`src/hw/rtl/aeb_pkg.sv`:
```
package aeb_pkg;

  // ALU operation codes
  localparam logic [2:0] CMD_CMP = 3'd0;
  localparam logic [2:0] CMD_ADD = 3'd1;
  localparam logic [2:0] CMD_OR  = 3'd2;
  localparam logic [2:0] CMD_AND = 3'd3;
  localparam logic [2:0] CMD_XOR = 3'd4;
  localparam logic [2:0] CMD_SHL = 3'd5;
  localparam logic [2:0] CMD_SHR = 3'd6;

  // Branch condition codes
  localparam logic [2:0] COND_ALWAYS = 3'd0;
  localparam logic [2:0] COND_EQ     = 3'd1;
  localparam logic [2:0] COND_NE     = 3'd2;
  localparam logic [2:0] COND_LT     = 3'd3;
  localparam logic [2:0] COND_GT     = 3'd4;
  localparam logic [2:0] COND_LE     = 3'd5;
  localparam logic [2:0] COND_GE     = 3'd6;

  localparam int unsigned XLEN = 32;
  localparam int unsigned SHW  = 5;

  typedef struct packed {
    logic [2:0]      cmd;
    logic [XLEN-1:0] op_a;
    logic [XLEN-1:0] op_b;
    logic [XLEN-1:0] op_c;
    logic [XLEN-1:0] pc;
    logic            signed_op;
    logic            shift_in_carry;
    logic            carry_update;
    logic            branch_on;
    logic [2:0]      condition;
  } in_item_t;

  typedef struct packed {
    logic [XLEN-1:0] alu_value;
    logic            taken;
    logic [XLEN-1:0] target;
    logic            carry_now;
    logic            bad_op;
  } out_item_t;

  // ALU status towards the stage control
  typedef struct packed {
    logic carry;     // carry produced by this operation
    logic carry_wr;  // operation writes the ALU carry latch
    logic bad;       // operation not allowed
  } alu_status_t;

endpackage

```
`src/hw/rtl/aeb_alu.sv`:
```
module aeb_alu (
  input  aeb_pkg::in_item_t          item,
  input  logic                       status_carry,
  output logic [aeb_pkg::XLEN-1:0]   value,
  output aeb_pkg::alu_status_t       status
);
  import aeb_pkg::*;

  logic [XLEN+1:0] sum3;
  logic [XLEN:0]   diff;
  logic            lt;
  logic [SHW-1:0]  shamt;
  logic [XLEN-1:0] shr_val;
  logic [XLEN-1:0] low_mask;
  logic            fill;

  // Three-operand add and subtract for compare
  assign sum3 = {2'b00, item.op_a} + {2'b00, item.op_b} + {2'b00, item.op_c};
  assign diff = {1'b0, item.op_a} + {1'b0, ~item.op_b} + {{XLEN{1'b0}}, 1'b1};
  assign lt   = item.signed_op ? ($signed(item.op_a) < $signed(item.op_b))
                               : (item.op_a < item.op_b);

  // Right shift with selectable fill; carry when any lost bit is set
  assign shamt    = item.op_b[SHW-1:0];
  assign fill     = item.signed_op ? item.op_a[XLEN-1]
                                   : (item.shift_in_carry & status_carry);
  assign low_mask = ~({XLEN{1'b1}} << shamt);
  assign shr_val  = (item.op_a >> shamt) | ({XLEN{fill}} & ~({XLEN{1'b1}} >> shamt));

  always_comb begin
    value           = '0;
    status.carry    = 1'b0;
    status.carry_wr = 1'b0;
    status.bad      = 1'b0;
    case (item.cmd)
      CMD_CMP: begin
        value           = {lt, diff[XLEN-2:0]};
        status.carry    = diff[XLEN];
        status.carry_wr = 1'b1;
      end
      CMD_ADD: begin
        value           = sum3[XLEN-1:0];
        status.carry    = |sum3[XLEN+1:XLEN];
        status.carry_wr = 1'b1;
      end
      CMD_OR:  value = item.op_a | item.op_b;
      CMD_AND: value = item.op_a & item.op_b;
      CMD_XOR: value = item.op_a ^ item.op_b;
      CMD_SHL: value = item.op_a << shamt;
      CMD_SHR: begin
        if (item.signed_op && item.shift_in_carry) begin
          status.bad = 1'b1;
        end else begin
          value           = shr_val;
          status.carry    = |(item.op_a & low_mask);
          status.carry_wr = 1'b1;
        end
      end
      default: status.bad = 1'b1;
    endcase
  end

endmodule

```
`src/hw/rtl/aeb_branch.sv`:
```
module aeb_branch (
  input  logic [aeb_pkg::XLEN-1:0] value,
  input  logic [aeb_pkg::XLEN-1:0] pc,
  input  logic [aeb_pkg::XLEN-1:0] offset,
  input  logic                     branch_on,
  input  logic [2:0]               condition,
  input  logic                     bad,
  output logic                     taken,
  output logic [aeb_pkg::XLEN-1:0] target
);
  import aeb_pkg::*;

  logic zero;
  logic neg;
  logic hit;

  assign zero = (value == '0);
  assign neg  = value[XLEN-1];

  // Condition decode on the ALU result flags
  always_comb begin
    case (condition)
      COND_ALWAYS: hit = 1'b1;
      COND_EQ:     hit = zero;
      COND_NE:     hit = !zero;
      COND_LT:     hit = neg;
      COND_GT:     hit = !zero && !neg;
      COND_LE:     hit = zero || neg;
      COND_GE:     hit = zero || !neg;
      default:     hit = 1'b0;
    endcase
  end

  assign taken  = hit && branch_on && !bad;
  assign target = !taken ? '0 : ((condition == COND_ALWAYS) ? value : pc + offset);

endmodule

```
`src/hw/rtl/alu_execute_branch_stage_top.sv`:
```
// Execute stage: an accepted instruction item passes through the input register
// and then the result register before its result is on the output, with a
// sustained rate of one item per cycle while the result side does not stall.
// The ALU and branch decision are one combinational pass between the two
// registers; the status and ALU carry latches update as an item moves into the
// result register, so the next item sees them at once. A stall on the result
// side holds the input register, and in_ready falls only when both registers
// are full and out_ready is low.
module alu_execute_branch_stage_top (
  input  logic               clk,
  input  logic               rst_n,
  input  logic               in_valid,
  output logic               in_ready,
  input  aeb_pkg::in_item_t  in_item,
  output logic               out_valid,
  input  logic               out_ready,
  output aeb_pkg::out_item_t out_item
);
  import aeb_pkg::*;

  in_item_t        item_r;
  logic            item_valid_r;
  out_item_t       res_r;
  logic            res_valid_r;
  logic            status_carry_r, status_carry_nxt;
  logic            last_carry_r, last_carry_nxt;
  logic            advance;
  logic [XLEN-1:0] alu_value;
  alu_status_t     alu_st;
  logic            taken;
  logic [XLEN-1:0] target;

  // Handshake: result slot free, input slot moves on
  assign advance   = !res_valid_r || out_ready;
  assign in_ready  = !item_valid_r || advance;
  assign out_valid = res_valid_r;
  assign out_item  = res_r;

  aeb_alu u_alu (
    .item         (item_r),
    .status_carry (status_carry_r),
    .value        (alu_value),
    .status       (alu_st)
  );

  aeb_branch u_branch (
    .value     (alu_value),
    .pc        (item_r.pc),
    .offset    (item_r.op_c),
    .branch_on (item_r.branch_on),
    .condition (item_r.condition),
    .bad       (alu_st.bad),
    .taken     (taken),
    .target    (target)
  );

  // Carry latches after this item
  always_comb begin
    last_carry_nxt   = last_carry_r;
    status_carry_nxt = status_carry_r;
    if (!alu_st.bad) begin
      if (alu_st.carry_wr) last_carry_nxt = alu_st.carry;
      if (item_r.carry_update) status_carry_nxt = last_carry_nxt;
    end
  end

  // Input register
  always_ff @(posedge clk) begin
    if (!rst_n) begin
      item_valid_r <= 1'b0;
    end else if (in_ready) begin
      item_valid_r <= in_valid;
    end
    if (in_valid && in_ready) item_r <= in_item;
  end

  // Result register and state
  always_ff @(posedge clk) begin
    if (!rst_n) begin
      res_valid_r    <= 1'b0;
      status_carry_r <= 1'b0;
      last_carry_r   <= 1'b0;
    end else if (advance) begin
      res_valid_r <= item_valid_r;
      if (item_valid_r) begin
        status_carry_r <= status_carry_nxt;
        last_carry_r   <= last_carry_nxt;
      end
    end
    if (advance && item_valid_r) begin
      res_r.alu_value <= alu_value;
      res_r.taken     <= taken;
      res_r.target    <= target;
      res_r.carry_now <= status_carry_nxt;
      res_r.bad_op    <= alu_st.bad;
    end
  end

  // A rejected operation leaves no value and no branch
  a_bad_quiet: assert property (@(posedge clk) disable iff (!rst_n)
    res_valid_r && res_r.bad_op |-> !res_r.taken && res_r.alu_value == '0)
    else $error("bad operation produced a value or branch");

  // Carry latches only move when an item retires into the result register
  a_state_hold: assert property (@(posedge clk) disable iff (!rst_n)
    !(advance && item_valid_r) |=> $stable(status_carry_r) && $stable(last_carry_r))
    else $error("carry state changed without an item");

  // Reported carry matches the stored flag for the newest result
  a_carry_match: assert property (@(posedge clk) disable iff (!rst_n)
    advance && item_valid_r |=> res_r.carry_now == status_carry_r)
    else $error("carry_now differs from status carry");

  // A held result is not overwritten
  a_res_hold: assert property (@(posedge clk) disable iff (!rst_n)
    res_valid_r && !out_ready |=> res_valid_r && $stable(res_r))
    else $error("stalled result changed");

  // Not-taken branches report a zero target
  a_target_zero: assert property (@(posedge clk) disable iff (!rst_n)
    res_valid_r && !res_r.taken |-> res_r.target == '0)
    else $error("target set without a taken branch");

endmodule
```
`config.mk`:
```
export PLATFORM = sky130hd
export DESIGN_NAME = alu_execute_branch_stage_top
export DESIGN_NICKNAME = d
export VERILOG_FILES = /design/src/hw/rtl/aeb_pkg.sv /design/src/hw/rtl/aeb_alu.sv /design/src/hw/rtl/aeb_branch.sv /design/src/hw/rtl/alu_execute_branch_stage_top.sv
export SDC_FILE = /design/constraint.sdc
export NUM_CORES = 1
export LEC_CHECK = 0
export ABC_AREA = 1
export BUFFER_PORTS_ARGS = -buffer_cell sky130_fd_sc_hd__buf_2
export CAP_MARGIN = 20
export CORE_ASPECT_RATIO = 1.1
export CORE_UTILIZATION = 35
export CTS_CLUSTER_SIZE = 28
export DETAILED_ROUTE_END_ITERATION = 16
export GPL_TIMING_DRIVEN = 0
export PLACE_DENSITY = 0.5
export SETUP_SLACK_MARGIN = 0.05
export SLEW_MARGIN = 20
export SYNTH_ARGS = -nofsm -noshare
export SYNTH_HDL_FRONTEND = slang
export SYNTH_SLANG_ARGS = --single-unit
```
`constraint.sdc`:
```
create_clock -name clk -period 5.7 [get_ports clk]
set_input_delay 1.71 -clock clk [delete_from_list [all_inputs] [get_ports clk]]
set_output_delay 1.71 -clock clk [all_outputs]
set_load 0.005 [all_outputs]
```
== Yosys cells after proc, flatten, opt, wreduce, memory -nomap -nowiden ==
Index checks and enable logic that the tools add are counted.

* Bits in registers: 209
* Word-level logic and storage cells: 89

* Add/subtract/negate cells: 5
* $lt $le $gt $ge: 2
* Equal/unequal tests: 12
* Shift-type cells: 4
* Multiplexer cells: 13
* Bitwise gates (word level): 11
* Reductions and logical operators: 23

{| class="wikitable"
|+ Operators by type and width
! cell !! number
|-
| $pmux W32 S7 || 1
|-
| $and A32 B32 Y32 || 3
|-
| $not A32 Y32 || 3
|-
| $add A32 B32 Y33 || 2
|-
| $lt A32 B32 Y1 || 2
|-
| $mux W32 || 2
|-
| $or A32 B32 Y32 || 2
|-
| $add A34 B32 Y34 || 1
|-
| $add A33 B1 Y33 const B || 1
|-
| $add A32 B32 Y32 || 1
|-
| $logic_not A32 Y1 || 1
|-
| $reduce_or A32 Y1 || 1
|-
| $shl A32 B5 Y32 || 1
|-
| $shl A32 B5 Y32 const A || 1
|-
| $shr A32 B5 Y32 || 1
|-
| $shr A32 B5 Y32 const A || 1
|-
| $xor A32 B32 Y32 || 1
|-
| $eq A3 B3 Y1 const B || 6
|-
| $eq A3 B2 Y1 const B || 4
|-
| $pmux W1 S7 || 1
|-
| $eq A3 B1 Y1 const B || 2
|-
| $logic_and A1 B1 Y1 || 6
|-
| $logic_not A3 Y1 || 2
|-
| $mux W1 || 6
|-
| 11 further kinds || 18
|}

== Depth between registers and ports, before layout ==
* Depth after elaboration: 12
* Depth in mapped cells: 41
* Gate-level depth less buffers: 37

== Modules after synthesis ==
From an unflattened synthesis, not the netlist that was laid out.

* Cell total of the unflattened synthesis: 3171
* Area, all modules: 20927.6 um2

{| class="wikitable"
|+ Modules (own cells, without submodules)
! module !! times used !! cells an instance !! area an instance (um2) !! seq. area each (um2)
|-
| aeb_alu || 1 || 2216 || 11217.0 || 0.0
|-
| alu_execute_branch_stage_top || 1 || 239 || 6371.1 || 6236.0
|-
| aeb_branch || 1 || 716 || 3339.5 || 0.0
|}

== Worst setup path after synthesis ==
Ideal clock, no wire load.

* Path type: register to register
* Start point: register item_r[75] (netlist bit)
* End point: register res_r (netlist bit out_item[23]), data pin
* Setup time: 258 ps
* Data arrival time: 4921 ps
* Data required time: 5442 ps
* Setup slack: 521 ps
* Stages on the path, launching flop included: 37
* Path buffers: 4
* Cells stage by stage: edfxtp_1 inv_2 buf_2 buf_1 ha_1 buf_2 a21oi_1 o21a_1 nand2_1 a21boi_1 o21ai_0 a21boi_1 o21ai_0 nand2_1 nand3_1 nand2_1 inv_1 nor2_1 xor2_1 ha_1 nand2_1 inv_1 a21oi_1 o21ai_0 a21oi_1 nand3_1 nand3_1 nand3_2 nor2_1 nand2_1 nor2_2 nand3_2 a21oi_2 nand3_2 nand2_4 buf_12 nor2_2

* Longest elaborated chain between the ends: 12
* Elaborated cells between the ends (all ways): 29

{| class="wikitable"
|+ Ends and longest elaborated chain
! element !! line !! source
|-
| start: declaration || alu_execute_branch_stage_top.sv:21 || <nowiki>in_item_t item_r;</nowiki>
|-
| start signal: assignment || alu_execute_branch_stage_top.sv:74 || <nowiki>if (in_valid && in_ready) item_r <= in_item;</nowiki>
|-
| parallel branches: the longest is 5 deep, another holds $add A34 B32 Y34 || - ||
|-
| $pmux W32 S7 * || aeb_alu.sv:35 || <nowiki>case (item.cmd)</nowiki>
|-
| net alu_value[31] || alu_execute_branch_stage_top.sv:28 || <nowiki>logic [XLEN-1:0] alu_value;</nowiki>
|-
| $logic_not A32 Y1 || aeb_branch.sv:17 || <nowiki>assign zero = (value == '0);</nowiki>
|-
| $logic_not A1 Y1 || aeb_branch.sv:25, aeb_branch.sv:27 ||
|-
| $logic_and A1 B1 Y1 || aeb_branch.sv:27 || <nowiki>COND_GT: hit = !zero && !neg;</nowiki>
|-
| $pmux W1 S7 * || aeb_branch.sv:22 || <nowiki>case (condition)</nowiki>
|-
| $logic_and A1 B1 Y1 * (2 in series) || aeb_branch.sv:34 || <nowiki>assign taken = hit && branch_on && !bad;</nowiki>
|-
| end: declaration || alu_execute_branch_stage_top.sv:23 || <nowiki>out_item_t res_r;</nowiki>
|}

Mark *: on every way through the listed nets, which the timed path passes.
A chain may end at the register's enable or synchronous reset.

== Worst setup path in the final report ==
* Start point: register item_r[74] (netlist bit)
* End point: register res_r (netlist bit out_item[8]), data pin

* Longest elaborated chain between the ends: 12
* Elaborated cells between the ends (all ways): 29

{| class="wikitable"
|+ Ends and longest elaborated chain
! element !! line
|-
| parallel branches: the longest is 5 deep, another holds $add A32 B32 Y33 || -
|-
| $pmux W32 S7 * || aeb_alu.sv:35
|-
| net alu_value[29] || alu_execute_branch_stage_top.sv:28
|-
| $logic_not A32 Y1 * || aeb_branch.sv:17
|-
| $logic_not A1 Y1 || aeb_branch.sv:25, aeb_branch.sv:27
|-
| $logic_and A1 B1 Y1 || aeb_branch.sv:27
|-
| $pmux W1 S7 * || aeb_branch.sv:22
|-
| $logic_and A1 B1 Y1 * (2 in series) || aeb_branch.sv:34
|}

Marked as above.

==> results.sh <==
export IMPL_synthCells=3129
export IMPL_highest_layer="met5"
export IMPL_hp_class="reg -> reg"
export IMPL_grt_start_max_net_pins=72
export IMPL_numCtsBuffers=25
export IMPL_grt_first_pass_wirelength_mm=147.2
export IMPL_synthesis_area_um2=20890
export IMPL_die_h_um=258.2
export IMPL_cp_arrival_ps=5910
export IMPL_tightest_slew_ps=1132
export IMPL_synth_top_family_by_area="simple AND/OR/NAND/NOR gates"
export IMPL_fp_dieArea_um2=60650
export IMPL_instances_no_fill=4221
export IMPL_synth_distinct_cells=58
export IMPL_routedWlPerCell_um=24.66
export IMPL_final_antenna_net_count=0
export IMPL_overflow=0
export IMPL_route_met3_wl_mm=6.179
export IMPL_synth_main_ff_cell="edfxtp_1"
export IMPL_place_hpwl_mm=85.80
export IMPL_setup_violations_final=0
export IMPL_synth_top_cell_area_share_pct=29.48
export IMPL_tritoncts="yes"
export IMPL_synth_edff_count=205
export IMPL_synthToLayoutAreaGrowth_pct=21.42
export IMPL_route_detailed_drc=0
export IMPL_num_vias=22900
export IMPL_first_iter_violations=1799
export IMPL_synth_xor_area_share_pct=2.055
export IMPL_skew_ps=13.08
export IMPL_drive_above_1_share_pct=18.41
export IMPL_port_buffers=210
export IMPL_post_dp_cell_area_um2=22970
export IMPL_leakagePower_nw=12.59
export IMPL_cts_hold_buf=0
export IMPL_dieWidth_um=234.9
export IMPL_path_common_cell="nand2_1"
export IMPL_htreeDepth=1
export IMPL_vias_per_cell=5.424
export IMPL_first_pass_iters=7
export IMPL_synth_simple_area_share_pct=36.17
export IMPL_outcome="finished, final reports clean"
export IMPL_finalNetCount=3755
export IMPL_totalPowerFinal_mw=6.163
export IMPL_ioPinCount=211
export IMPL_fmax_ghz=0.1824
export IMPL_num_antenna_cells=0
export IMPL_avgSynthCellArea_um2=6.675
export IMPL_ys_top_cells_by_count="907 x nand2_1, 444 x inv_1, 421 x nand3_1"
export IMPL_startpoint_type="register"
export IMPL_cts_root_buf="clkbuf_16"
export IMPL_cellPowerDensity_nw_per_um2=243.0
export IMPL_critPathRequiredTime_ps=6130
export IMPL_slew_violations=0
export IMPL_max_vdd_ir_drop_uv=360.2
export IMPL_synth_fa_ha_area_share_pct=10.15
export IMPL_place_gp_congestion=1.023
export IMPL_cts_sinks=209
export IMPL_clockBufferDepth=3
export IMPL_post_route_period_util_pct=96.18
export IMPL_final_cell_area_um2=25360
export IMPL_ys_async_sr_fraction_pct=0
export IMPL_maxCapViolations=0
export IMPL_core_area_um2=58760
export IMPL_crit_path_max_incr_delay_ps=480
export IMPL_synth_mux_area_share_pct=0.1438
export IMPL_synth_most_common_cell="nand2_1"
export IMPL_fillerInstances=6226
export IMPL_path_clk_slew_ps=60
export IMPL_dp_cells=4102
export IMPL_crit_type="reg -> reg"
export IMPL_finalCriticalPeriod_ps=5482
export IMPL_start_util_pct=35.54
export IMPL_antenna_found_initial=1
export IMPL_synthTopCellsByArea="edfxtp_1 29%, nand2_1 16%, nand3_1 10%, ha_1 9.8%, inv_1 8.0%"
export IMPL_synth_compound_area_share_pct=10.65
export IMPL_met2_length_mm=50.87
export IMPL_maxSlewHeadroom_pct=23.97
export IMPL_track_usage_pct=33.41
export IMPL_rows=93
export IMPL_cp_end_kind="register"
export IMPL_synth_seq_area_share_pct=29.86
export IMPL_synth_top_cell_by_area="edfxtp_1"
export IMPL_wl_met1_mm=39.37
export IMPL_grt_pass1_vias=22440
export IMPL_hold_viol_final=0
export IMPL_routed_wl_mm=104.1
export IMPL_ys_warn_count=0
export IMPL_slowest_stage="edfxtp_1"
export IMPL_cp_max_fo=5
export IMPL_ys_seq_elements=209
export IMPL_syn_nets=3438
export IMPL_insertion_delay_ps=570
## final cells by class
type	count	area (µm²)	area share, %
clock inverter	11	108.9	0.4293
timing repair inverter	1	8.758	0.03454
buffer	95	625.6	2.467
timing repair buffer	292	1773	6.992
multi-input combinational	2363	13250	52.27
clock buffer	31	648.1	2.556
sequential	209	6236	24.59
inverter	459	1753	6.913
tap	760	950.9	3.750
## registers in the layout, indices dropped and copies added (netlist names)
| name | flops |
|---|---|
| status_carry_r | 1 |
| item_r | 138 |
| out_valid | 1 |
| last_carry_r | 1 |
| out_item | 67 |
| item_valid_r | 1 |
## report_power, final
part | internal, mW | switching, mW | total [mW]
sequential | 1.81 | 0.0852 | 1.90
clock | 0.886 | 0.654 | 1.54
combinational | 0.910 | 1.81 | 2.72
## critical path: cells and delay by family, from the launching register on
kind,cells,cell delay (ps)
fa+ha+maj,2,660
xor+xnor,1,180
simple gates,21,2350
buf+inv,8,930
flops,1,480
compound gates,5,710
## what timing repair did
action / in CTS / in global routing
endpoints found under the setup margin: 53 / 36
gates resized for setup: 121 / 101
endpoints found under the hold margin: 0 / 0
pin swaps: 40 / 63
buffers inserted: 53 / 25
gates cloned: 2 / 1
## layer usage
layer / GRT usage, % / up-vias
li1: - / 10900
met5: 0 / -
met1: 37.67 / 10750
met3: 4.148 / 275
met2: 59.38 / 966
met4: 22.04 / 2
## placed cells by master, fill, tap and decap left out, types with 25 or more instances in the layout
cell	n
clkbuf_1	30
xor2_1	28
buf_4	83
nor2_2	53
nand4_1	33
nand2_1	883
buf_2	249
clkbuf_16	25
nor2_1	228
o21ai_0	85
nand3_1	406
a21oi_1	167
inv_1	437
nand2_2	48
ha_1	145
edfxtp_1	205
## worst paths after layout
path                     start            to  slack, ps  cells after the start
hold reg to reg   last_carry_r  last_carry_r        520                      2
setup / recovery    item_r[74]   out_item[8]        220                     37
setup reg to reg    item_r[74]   out_item[8]        220                     37
hold / removal    last_carry_r  last_carry_r        520                      2
## cell families (layout without fill, tap and decap cells)
family	after synthesis	after routing
simple gates	1750	1750
buf+inv	557	889
compound gates	394	394
flops	209	209
fa+ha+maj	167	167
xor+xnor	49	49
mux	3	3
## metrics by stage
stage	hold slack (ps)	TNS (ps)	setup slack (ps)	utilization (%)
2_1_floorplan	463.3	0	521.5	-
3_3_place_gp	475.5	-216530	-1768	38.95
3_5_place_dp	492.2	-71110	-1866	39.09
4_1_cts	513.1	0	53.78	41.98
5_1_grt	537.1	-146.4	-18.62	43.15
6_report	515.9	0	217.9	43.15
Note: power is estimated with default switching activity, not from simulation.
